**config.mk**
```make
export PLATFORM = sky130hd
export DESIGN_NAME = accel_gyro_bias_calibration
export DESIGN_NICKNAME = d
export VERILOG_FILES = /design/src/hw/rtl/agbc_pkg.sv /design/src/hw/rtl/agbc_ctrl.sv /design/src/hw/rtl/agbc_datapath.sv /design/src/hw/rtl/accel_gyro_bias_calibration.sv
export SDC_FILE = /design/constraint.sdc
export NUM_CORES = 1
export LEC_CHECK = 0
export BUFFER_PORTS_ARGS = -buffer_cell sky130_fd_sc_hd__buf_2
export CORE_ASPECT_RATIO = 0.6
export CORE_UTILIZATION = 30
export DETAILED_ROUTE_END_ITERATION = 8
export PLACE_DENSITY = 0.46
export SYNTH_ARGS = -nofsm -noshare
export SYNTH_HDL_FRONTEND = slang
export SYNTH_SLANG_ARGS = --single-unit
export TNS_END_PERCENT = 10
```
**constraint.sdc**
```tcl
create_clock -name clock -period 10.65 [get_ports clock]
set_clock_uncertainty 0.2 [all_clocks]
set_input_delay 1.5975 -clock clock [delete_from_list [all_inputs] [get_ports clock]]
set_output_delay 1.5975 -clock clock [all_outputs]
set_load 0.1 [all_outputs]
```
**src/hw/rtl/agbc_pkg.sv**
```systemverilog
`timescale 1ns / 1ps
// ----------------------------------------------------------------------------
// agbc_pkg: accel and gyro bias calibration shared definitions
// types, register indexes, state codes and width helpers for the block
// ----------------------------------------------------------------------------
package agbc_pkg;

   localparam int MAX_PACKETS_DEF = 256;

   localparam int DATA_W     = 16;
   localparam int GRAV_W     = 15;
   localparam int CSR_IDX_W  = 2;
   localparam int CSR_DATA_W = 16;
   localparam int AXES       = 6;
   localparam int ACCEL_AXES = 3;
   localparam int AXIS_W     = 3;

   // register indexes
   localparam logic [CSR_IDX_W-1:0] CSR_TRIM_X  = 2'd0;
   localparam logic [CSR_IDX_W-1:0] CSR_TRIM_Y  = 2'd1;
   localparam logic [CSR_IDX_W-1:0] CSR_TRIM_Z  = 2'd2;
   localparam logic [CSR_IDX_W-1:0] CSR_GRAVITY = 2'd3;

   localparam logic [GRAV_W-1:0] GRAVITY_RESET = 15'd16384;

   // axis codes: accel x,y,z then gyro x,y,z
   localparam logic [AXIS_W-1:0] AXIS_AX = 3'd0;
   localparam logic [AXIS_W-1:0] AXIS_AY = 3'd1;
   localparam logic [AXIS_W-1:0] AXIS_AZ = 3'd2;
   localparam logic [AXIS_W-1:0] AXIS_GX = 3'd3;
   localparam logic [AXIS_W-1:0] AXIS_GY = 3'd4;
   localparam logic [AXIS_W-1:0] AXIS_GZ = 3'd5;

   // saturation limits of the 16-bit average, as magnitudes and as values
   localparam int SAT_POS_MAG = 32767;
   localparam int SAT_NEG_MAG = 32768;
   localparam logic signed [DATA_W-1:0] AVG_MAX = 16'sh7FFF;
   localparam logic signed [DATA_W-1:0] AVG_MIN = 16'sh8000;

   function automatic int sum_width(input int max_packets);
      return DATA_W + $clog2(max_packets);
   endfunction

   function automatic int cnt_width(input int max_packets);
      return $clog2(max_packets + 1);
   endfunction

   function automatic int prod_width(input int max_packets);
      return cnt_width(max_packets) + GRAV_W;
   endfunction

   // signed width of a sum after gravity removal
   function automatic int adj_width(input int max_packets);
      int s;
      int p;
      s = sum_width(max_packets);
      p = prod_width(max_packets) + 1;
      return ((s > p) ? s : p) + 1;
   endfunction

   typedef struct packed {
      logic signed [DATA_W-1:0] accel_x;
      logic signed [DATA_W-1:0] accel_y;
      logic signed [DATA_W-1:0] accel_z;
      logic signed [DATA_W-1:0] gyro_x;
      logic signed [DATA_W-1:0] gyro_y;
      logic signed [DATA_W-1:0] gyro_z;
      logic                     last_packet;
   } req_type;

   typedef struct packed {
      logic [DATA_W-1:0] accel_offset_x;
      logic [DATA_W-1:0] accel_offset_y;
      logic [DATA_W-1:0] accel_offset_z;
      logic [DATA_W-1:0] gyro_offset_x;
      logic [DATA_W-1:0] gyro_offset_y;
      logic [DATA_W-1:0] gyro_offset_z;
   } rsp_type;

   typedef enum logic [2:0] {
      ST_IDLE,
      ST_MULT,
      ST_LOAD,
      ST_ABS,
      ST_DIV,
      ST_STORE,
      ST_OUT
   } state_type;

   // controller to datapath
   typedef struct packed {
      logic              accum;
      logic              mult;
      logic              load;
      logic              abs;
      logic              step;
      logic              store;
      logic              out_load;
      logic              clear;
      logic [AXIS_W-1:0] axis;
   } cmd_type;

   // datapath to controller
   typedef struct packed {
      logic out_free;
   } sts_type;

endpackage

```
**src/hw/rtl/agbc_ctrl.sv**
```systemverilog
`timescale 1ns / 1ps
// ----------------------------------------------------------------------------
// agbc_ctrl: calibration sequencer
// accepts packets, then walks the six axes through the shared divider
// ----------------------------------------------------------------------------
module agbc_ctrl #(
   parameter int MAX_PACKETS = agbc_pkg::MAX_PACKETS_DEF
) (
   input  logic               clock,
   input  logic               reset,
   input  logic               req_valid,
   input  logic               req_last,
   output logic               req_stall,
   input  agbc_pkg::sts_type  sts,
   output agbc_pkg::cmd_type  cmd
);

   localparam int MAG_W  = agbc_pkg::adj_width(MAX_PACKETS);
   localparam int STEP_W = $clog2(MAG_W);

   agbc_pkg::state_type           state_ff, state_in;
   logic [agbc_pkg::AXIS_W-1:0]   axis_ff, axis_in;
   logic [STEP_W-1:0]             step_ff, step_in;

   always_ff @(posedge clock) begin
      if (reset) begin
         state_ff <= agbc_pkg::ST_IDLE;
         axis_ff  <= agbc_pkg::AXIS_AX;
         step_ff  <= '0;
      end else begin
         state_ff <= state_in;
         axis_ff  <= axis_in;
         step_ff  <= step_in;
      end
   end

   always_comb begin
      state_in  = state_ff;
      axis_in   = axis_ff;
      step_in   = step_ff;
      req_stall = 1'b1;
      cmd       = '0;
      cmd.axis  = axis_ff;
      unique case (state_ff)
         agbc_pkg::ST_IDLE: begin
            req_stall = 1'b0;
            if (req_valid) begin
               cmd.accum = 1'b1;
               if (req_last) begin
                  state_in = agbc_pkg::ST_MULT;
               end
            end
         end
         agbc_pkg::ST_MULT: begin
            cmd.mult = 1'b1;
            axis_in  = agbc_pkg::AXIS_AX;
            state_in = agbc_pkg::ST_LOAD;
         end
         agbc_pkg::ST_LOAD: begin
            cmd.load = 1'b1;
            state_in = agbc_pkg::ST_ABS;
         end
         agbc_pkg::ST_ABS: begin
            cmd.abs  = 1'b1;
            step_in  = '0;
            state_in = agbc_pkg::ST_DIV;
         end
         agbc_pkg::ST_DIV: begin
            cmd.step = 1'b1;
            if (step_ff == STEP_W'(MAG_W - 1)) begin
               state_in = agbc_pkg::ST_STORE;
            end else begin
               step_in = step_ff + 1'b1;
            end
         end
         agbc_pkg::ST_STORE: begin
            cmd.store = 1'b1;
            if (axis_ff == agbc_pkg::AXIS_GZ) begin
               state_in = agbc_pkg::ST_OUT;
            end else begin
               axis_in  = axis_ff + 1'b1;
               state_in = agbc_pkg::ST_LOAD;
            end
         end
         agbc_pkg::ST_OUT: begin
            if (sts.out_free) begin
               cmd.out_load = 1'b1;
               cmd.clear    = 1'b1;
               state_in     = agbc_pkg::ST_IDLE;
            end
         end
         default: begin
            state_in = agbc_pkg::ST_IDLE;
         end
      endcase
   end

endmodule

```
**src/hw/rtl/agbc_datapath.sv**
```systemverilog
`timescale 1ns / 1ps
// ----------------------------------------------------------------------------
// agbc_datapath: sums, gravity removal, divider and offset words
// holds the config registers, axis sums, restoring divider and output register
// ----------------------------------------------------------------------------
module agbc_datapath #(
   parameter int MAX_PACKETS = agbc_pkg::MAX_PACKETS_DEF
) (
   input  logic                              clock,
   input  logic                              reset,
   input  agbc_pkg::cmd_type                 cmd,
   output agbc_pkg::sts_type                 sts,
   input  agbc_pkg::req_type                 req_data,
   input  logic                              rsp_stall,
   output logic                              rsp_valid,
   output agbc_pkg::rsp_type                 rsp_data,
   input  logic                              csr_write,
   input  logic [agbc_pkg::CSR_IDX_W-1:0]    csr_index,
   input  logic [agbc_pkg::CSR_DATA_W-1:0]   csr_wdata
);

   localparam int DW     = agbc_pkg::DATA_W;
   localparam int SUM_W  = agbc_pkg::sum_width(MAX_PACKETS);
   localparam int CNT_W  = agbc_pkg::cnt_width(MAX_PACKETS);
   localparam int PROD_W = agbc_pkg::prod_width(MAX_PACKETS);
   localparam int ADJ_W  = agbc_pkg::adj_width(MAX_PACKETS);
   localparam int MAG_W  = ADJ_W;

   logic [DW-1:0]                  trim_ff [agbc_pkg::ACCEL_AXES];
   logic [agbc_pkg::GRAV_W-1:0]    grav_ff;
   logic signed [SUM_W-1:0]        sums_ff [agbc_pkg::AXES];
   logic [CNT_W-1:0]               count_ff;
   logic [PROD_W-1:0]              prod_ff;
   logic signed [ADJ_W-1:0]        adj_ff, adj_in;
   logic [MAG_W-1:0]               quo_ff;
   logic [CNT_W-1:0]               rem_ff, rem_in;
   logic                           quo_bit_in;
   logic                           neg_ff;
   logic signed [DW-1:0]           avg_ff [agbc_pkg::AXES];
   logic signed [DW-1:0]           avg_in;
   logic                           rsp_valid_ff;
   agbc_pkg::rsp_type              rsp_data_ff, rsp_in;

   logic signed [DW-1:0]           sample [agbc_pkg::AXES];
   logic signed [ADJ_W-1:0]        sel_ext, prod_ext;
   logic [CNT_W:0]                 trial;
   logic signed [DW-1:0]           acc_diff [agbc_pkg::ACCEL_AXES];
   logic [DW-1:0]                  acc_word [agbc_pkg::ACCEL_AXES];
   logic signed [DW:0]             gneg [agbc_pkg::ACCEL_AXES];
   logic signed [DW:0]             gquo [agbc_pkg::ACCEL_AXES];

   assign sample[0] = req_data.accel_x;
   assign sample[1] = req_data.accel_y;
   assign sample[2] = req_data.accel_z;
   assign sample[3] = req_data.gyro_x;
   assign sample[4] = req_data.gyro_y;
   assign sample[5] = req_data.gyro_z;

   // config registers
   always_ff @(posedge clock) begin
      if (reset) begin
         for (int i = 0; i < agbc_pkg::ACCEL_AXES; i++) begin
            trim_ff[i] <= '0;
         end
         grav_ff <= agbc_pkg::GRAVITY_RESET;
      end else if (csr_write) begin
         unique case (csr_index)
            agbc_pkg::CSR_TRIM_X:  trim_ff[0] <= csr_wdata;
            agbc_pkg::CSR_TRIM_Y:  trim_ff[1] <= csr_wdata;
            agbc_pkg::CSR_TRIM_Z:  trim_ff[2] <= csr_wdata;
            agbc_pkg::CSR_GRAVITY: grav_ff    <= csr_wdata[agbc_pkg::GRAV_W-1:0];
            default: ;
         endcase
      end
   end

   // running sums and packet count, saturating count stops summing
   always_ff @(posedge clock) begin
      if (reset || cmd.clear) begin
         for (int i = 0; i < agbc_pkg::AXES; i++) begin
            sums_ff[i] <= '0;
         end
         count_ff <= '0;
      end else if (cmd.accum && (count_ff < CNT_W'(MAX_PACKETS))) begin
         for (int i = 0; i < agbc_pkg::AXES; i++) begin
            sums_ff[i] <= sums_ff[i] + SUM_W'(sample[i]);
         end
         count_ff <= count_ff + 1'b1;
      end
   end

   // gravity removal on z accel
   always_comb begin
      sel_ext  = ADJ_W'(sums_ff[cmd.axis]);
      prod_ext = $signed(ADJ_W'(prod_ff));
      if (cmd.axis == agbc_pkg::AXIS_AZ) begin
         adj_in = (sel_ext > ADJ_W'(0)) ? sel_ext - prod_ext : sel_ext + prod_ext;
      end else begin
         adj_in = sel_ext;
      end
   end

   // one restoring divider step
   always_comb begin
      trial = {rem_ff, quo_ff[MAG_W-1]};
      if (trial >= {1'b0, count_ff}) begin
         rem_in     = CNT_W'(trial - {1'b0, count_ff});
         quo_bit_in = 1'b1;
      end else begin
         rem_in     = trial[CNT_W-1:0];
         quo_bit_in = 1'b0;
      end
   end

   // signed, saturated average
   always_comb begin
      if (!neg_ff) begin
         avg_in = (quo_ff > MAG_W'(agbc_pkg::SAT_POS_MAG)) ?
                  agbc_pkg::AVG_MAX : $signed(quo_ff[DW-1:0]);
      end else begin
         avg_in = (quo_ff > MAG_W'(agbc_pkg::SAT_NEG_MAG)) ?
                  agbc_pkg::AVG_MIN : -$signed(quo_ff[DW-1:0]);
      end
   end

   always_ff @(posedge clock) begin
      if (cmd.mult) begin
         prod_ff <= PROD_W'(count_ff) * PROD_W'(grav_ff);
      end
      if (cmd.load) begin
         adj_ff <= adj_in;
      end
      if (cmd.abs) begin
         neg_ff <= adj_ff[ADJ_W-1];
         quo_ff <= MAG_W'(adj_ff[ADJ_W-1] ? -adj_ff : adj_ff);
         rem_ff <= '0;
      end else if (cmd.step) begin
         quo_ff <= {quo_ff[MAG_W-2:0], quo_bit_in};
         rem_ff <= rem_in;
      end
      if (cmd.store) begin
         avg_ff[cmd.axis] <= avg_in;
      end
   end

   // offset words
   always_comb begin
      for (int i = 0; i < agbc_pkg::ACCEL_AXES; i++) begin
         acc_diff[i] = $signed(trim_ff[i]) - (avg_ff[i] >>> 3);
         acc_word[i] = {acc_diff[i][DW-1:1], trim_ff[i][0]};
         gneg[i]     = -((DW + 1)'(avg_ff[agbc_pkg::ACCEL_AXES + i]));
         gquo[i]     = gneg[i][DW] ? ((gneg[i] + 17'sd3) >>> 2) : (gneg[i] >>> 2);
      end
      rsp_in.accel_offset_x = acc_word[0];
      rsp_in.accel_offset_y = acc_word[1];
      rsp_in.accel_offset_z = acc_word[2];
      rsp_in.gyro_offset_x  = gquo[0][DW-1:0];
      rsp_in.gyro_offset_y  = gquo[1][DW-1:0];
      rsp_in.gyro_offset_z  = gquo[2][DW-1:0];
   end

   // output register
   always_ff @(posedge clock) begin
      if (reset) begin
         rsp_valid_ff <= 1'b0;
      end else if (cmd.out_load) begin
         rsp_valid_ff <= 1'b1;
      end else if (!rsp_stall) begin
         rsp_valid_ff <= 1'b0;
      end
   end

   always_ff @(posedge clock) begin
      if (cmd.out_load) begin
         rsp_data_ff <= rsp_in;
      end
   end

   assign sts.out_free = !rsp_valid_ff || !rsp_stall;
   assign rsp_valid    = rsp_valid_ff;
   assign rsp_data     = rsp_data_ff;

endmodule

```
**src/hw/rtl/accel_gyro_bias_calibration.sv**
```systemverilog
`timescale 1ns / 1ps
// ----------------------------------------------------------------------------
// accel_gyro_bias_calibration: accel and gyro bias calibration
// sums sensor packets per axis and turns the averages into offset words
// ----------------------------------------------------------------------------
//
//  channel  direction  handshake              payload
//  req      in         req_valid / req_stall  agbc_pkg::req_type (six samples, last flag)
//  rsp      out        rsp_valid / rsp_stall  agbc_pkg::rsp_type (six offset words)
//  csr      in         csr_write              csr_index, csr_wdata (trims, gravity count)
//
//  an ordinary packet is taken in one cycle, and packets may come back to back
//  a last packet holds req_stall through the gravity product, then load, abs,
//  divide and store for each axis and the output load; the one-bit-per-cycle
//  restoring divider, MAG_W bits wide (26 at 256 packets) and shared by all six axes,
//  sets the stall's length, longer while the previous result still waits on rsp_stall
//  a result waiting on rsp_stall does not block ordinary packets
//  reset is synchronous, clears sums, count, trims and the sequencer, and sets gravity to its reset value
//
module accel_gyro_bias_calibration #(
   parameter int MAX_PACKETS = agbc_pkg::MAX_PACKETS_DEF
) (
   input  logic                              clock,
   input  logic                              reset,
   // packet input
   input  logic                              req_valid,
   output logic                              req_stall,
   input  agbc_pkg::req_type                 req_data,
   // offset words
   output logic                              rsp_valid,
   input  logic                              rsp_stall,
   output agbc_pkg::rsp_type                 rsp_data,
   // register writes
   input  logic                              csr_write,
   input  logic [agbc_pkg::CSR_IDX_W-1:0]    csr_index,
   input  logic [agbc_pkg::CSR_DATA_W-1:0]   csr_wdata
);

   agbc_pkg::cmd_type cmd;
   agbc_pkg::sts_type sts;

   // sequencer: takes packets, forms the gravity product, then steps each axis
   // through load, abs, divide and store, and finally loads the output register
   agbc_ctrl #(
      .MAX_PACKETS (MAX_PACKETS)
   ) u_ctrl (
      .clock     (clock),
      .reset     (reset),
      .req_valid (req_valid),
      .req_last  (req_data.last_packet),
      .req_stall (req_stall),
      .sts       (sts),
      .cmd       (cmd)
   );

   // datapath: config registers, sums, gravity removal, divider, offsets
   agbc_datapath #(
      .MAX_PACKETS (MAX_PACKETS)
   ) u_datapath (
      .clock     (clock),
      .reset     (reset),
      .cmd       (cmd),
      .sts       (sts),
      .req_data  (req_data),
      .rsp_stall (rsp_stall),
      .rsp_valid (rsp_valid),
      .rsp_data  (rsp_data),
      .csr_write (csr_write),
      .csr_index (csr_index),
      .csr_wdata (csr_wdata)
   );

endmodule

```
==> results.md <==
* Vias in the first global route at 25.46k
* Relative slew margins at 22.37%
* Die Y at 269.2 µm
* Synth Area per Inst at 9.914 µm²
* GRT Total Usage at 17.54%
* Number of synthesized flops with an enable pin at 449
* HPWL Detailed at 83030 µm
* Residual DRC at 0
* CTS Buf Count at 56
* Fin. Hold Viols at 0
* Commonest non-fill, non-tap cells in the layout: 449 x edfxtp_1, 333 x nor2_1, 291 x nand2_1
* Post-CTS Setup Inserts at 0
* Max VDD drop at 0.0001119 V
* Max-slew violations at 0
* CTS Buffer Depth at 3
* Crit path cell chain: buf_4 -> mux2_2 -> mux4_2 -> nor4_1 -> nand2_1 -> nor4_4 -> nor2_1 -> buf_4 -> o31ai_1 -> xnor2_1 -> ha_1 -> or3_1 -> o221ai_1 -> o2111a_1 -> o31ai_1 -> a2111oi_0 -> nor2_1 -> a221oi_2 -> a311oi_1
* WL met1 at 58520 µm
* Wirelength per Cell at 19.57 µm
* Post-Synthesis Cells at 3602
* Critical path peak fanout at 50
* FILL cells at 11.96k
* Hold path cells at 0
* PD cells at 148.2 nW/µm²
* Hold Path Class: flip-flop to flip-flop
* Final core utilization at 34.54%
* Outcome: complete, no violations
* Final Routed Wirelength at 106300 µm
* Clock latency on the worst-skew pair at 650 ps
* Crit Path Category: flip-flop to flip-flop
* CTS HTree Levels at 2
* Setup crit start kind: flip-flop
* Vias after detailed routing at 27.23k
* Met2 wire length at 38800 µm
* Area Growth Syn to Fin at 13.50%
* CTS Root Buffer Type: clkbuf_16
* DP Area at 38690 µm²
* Minimum clock period at 6244 ps
* Max-Cap Viols at 0
* I/O Pins at 218
* CTS Sinks at 497
* Top post-synthesis cells by area: edfxtp_1 38%, ha_1 9.4%, fa_1 5.8%
* Register area at 14450 µm²
* Post-synth ARST share at 0%
* CP Capture Type: flip-flop
* Initial drt markers at 2263
* Post_cts resized at 0
* Worst Path Arrival at 6410 ps
* Yosys warns at 0
* Yosys reg bits at 497
* Hold_buf cts at 0
* Achievable frequency at 160.1 MHz
* Setup TNS at 0 ps
* Die X-Extent at 447.4 µm
* WP data required at 10820 ps
* Vias per inst at 5.013
* Nets at 4289
* Pre-antenna DRT Iters at 5
* Gpl congestion at 0.8828
* Hold endpoint: u_datapath.rsp_data[64]
* Yosys top cell by area: edfxtp_1
* CTS tree: built
* Worst R2R Setup Slack at 4410 ps
* Initial antenna violation count at 14
* Core Rows at 97
* Hold Crit Start: u_datapath.trim_ff[0][16]
* Slowest-stage cell, CP: buf_4
* Core Region at 117400 µm²
* Multi-input gate area at 19890 µm²
* Die footprint at 120500 µm²
* Sequential-to-total area share from yosys stat at 40.45%
* RSZ-0062 raised after global routing: false
* Port Buffers at 217
* Area share of the leading cell type in the synthesized netlist at 37.76%
* Pleak at 16.47 nW
* Tcrit/Tclk final at 58.63%
* R2R cell count at 19
* Worst flop-to-flop path endpoint: u_datapath.adj_ff[24]
* Actual slew at the worst max-slew pin at 1163 ps
* Most common cell after layout, fill and taps aside: edfxtp_1
* DR WL met3 at 7703 µm
* # setup viols final at 0
* Ratio of cells with drive above 1 in the final layout at 11.57%
* Clock transition at path regs at 60 ps
* Initial Util at 30.43%
* First-pass GRT wire length at 161500 µm
* Grt total ovfl at 0
* Max layer used: met4
* Crit-path max cell delay at 560 ps
* Cell Area, Synth at 35710 µm²
* Commonest register cell after synthesis: edfxtp_1
* Power, Total at 6.006 mW
* Design area at 40530 µm²
* Largest net degree at the start of global routing at 69
* Distinct cells, synth at 81
* Post-route ant nets at 0
* Syn nets at 4093
registers in the layout, summed over array words and instances, names as in the netlist, 3 cells and up, named ones only:
name	flops
u_datapath.prod_ff	24
u_datapath.trim_ff	48
u_datapath.rem_ff	9
u_datapath.count_ff	9
u_datapath.quo_ff	26
u_datapath.rsp_data	93
u_ctrl.axis_ff	3
u_datapath.sums_ff	144
u_datapath.adj_ff	26
u_ctrl.step_ff	5
u_ctrl.state_ff	3
u_datapath.avg_ff	87
u_datapath.grav_ff	15
per-layer routing:
| layer | track usage, % | vias to the layer above |
|---|---|---|
| met1 | 29.91 | 13200 |
| met3 | 3.140 | 75 |
| li1 | - | 13330 |
| met2 | 22.11 | 623 |
| met5 | 0 | - |
| met4 | 2.821 | 0 |
how the worst max path moves through the flow:
stage,end,slack [ps],start,depth (start not counted)
floorplan,u_datapath.sums_ff[0][0],2670,rsp_stall,3
global placement,u_datapath.adj_ff[24],4570,flip-flop,18
detailed placement,u_datapath.adj_ff[24],4490,flip-flop,19
CTS,u_datapath.adj_ff[24],4490,flip-flop,19
global route,u_datapath.adj_ff[24],3900,flip-flop,19
finish,u_datapath.adj_ff[24],4410,flip-flop,19
kinds of logic (layout without fill, tap and decap cells):
kind of cell	after synthesis	in the layout	share of synthesized area, %
flip-flops	497	497	40.45
AND/OR/NAND/NOR	1281	1281	17.88
XOR/XNOR	261	261	6.402
other	0	2	0
adder cells (fa/ha/maj)	371	371	15.16
multiplexers	89	89	3.199
AO/OA/AOI/OAI	719	719	12.76
buffers and inverters	384	627	4.142
cell type report:
type / count / share of cell area [%]
antenna: 2 / 0.01235
clock buffer: 65 / 3.590
clock inverter: 40 / 0.9446
inverter: 269 / 2.491
multi-input combinational: 2721 / 49.08
sequential: 497 / 35.64
tap: 1584 / 4.890
timing repair buffer: 253 / 3.346
stage by stage:
stage / worst slack [ps] / hold WS (ps) / instances
5_1_grt: 3897 / 283.7 / 5429
6_report: 4406 / 262.0 / 5431
3_5_place_dp: 4490 / 250.9 / 5324
3_3_place_gp: 4566 / 247.1 / 5324
2_1_floorplan: 2667 / 227.1 / 3602
4_1_cts: 4492 / 266.0 / 5429
worst max-delay path: cells and delay by family, from the launching register on:
| family | cells | cell delay (ps) |
|---|---|---|
| and+or+nand+nor | 6 | 1670 |
| DFF | 1 | 310 |
| adders and majority gates | 1 | 240 |
| AOI/OAI and AO/OA | 7 | 1620 |
| xor gates and xnor gates | 1 | 130 |
| buffers and inverters | 2 | 800 |
| muxes | 2 | 940 |
cells in the mapped netlist, types with 32 or more instances:
cell type,n
o21ai_0,204
xnor2_1,154
a21o_1,61
o21a_1,39
and2_1,119
fa_1,103
ha_1,268
clkbuf_1,90
nor2b_1,63
inv_1,268
nand2b_1,57
a21oi_1,181
and3_1,34
nor2_1,334
nand2_1,291
a211oi_1,41
edfxtp_1,449
nor3_1,133
mux2_2,33
or3_1,42
mux2i_1,32
nand3_1,62
xor2_1,107
dfxtp_1,48
where the power goes:
| group | internal [mW] | leakage, nW | switching [mW] |
|---|---|---|---|
| logic | 0.626 | 10.8 | 0.897 |
| clock network | 1.13 | 0.899 | 0.881 |
| registers | 2.29 | 4.76 | 0.185 |
Note: power is estimated with default switching activity, not from simulation.
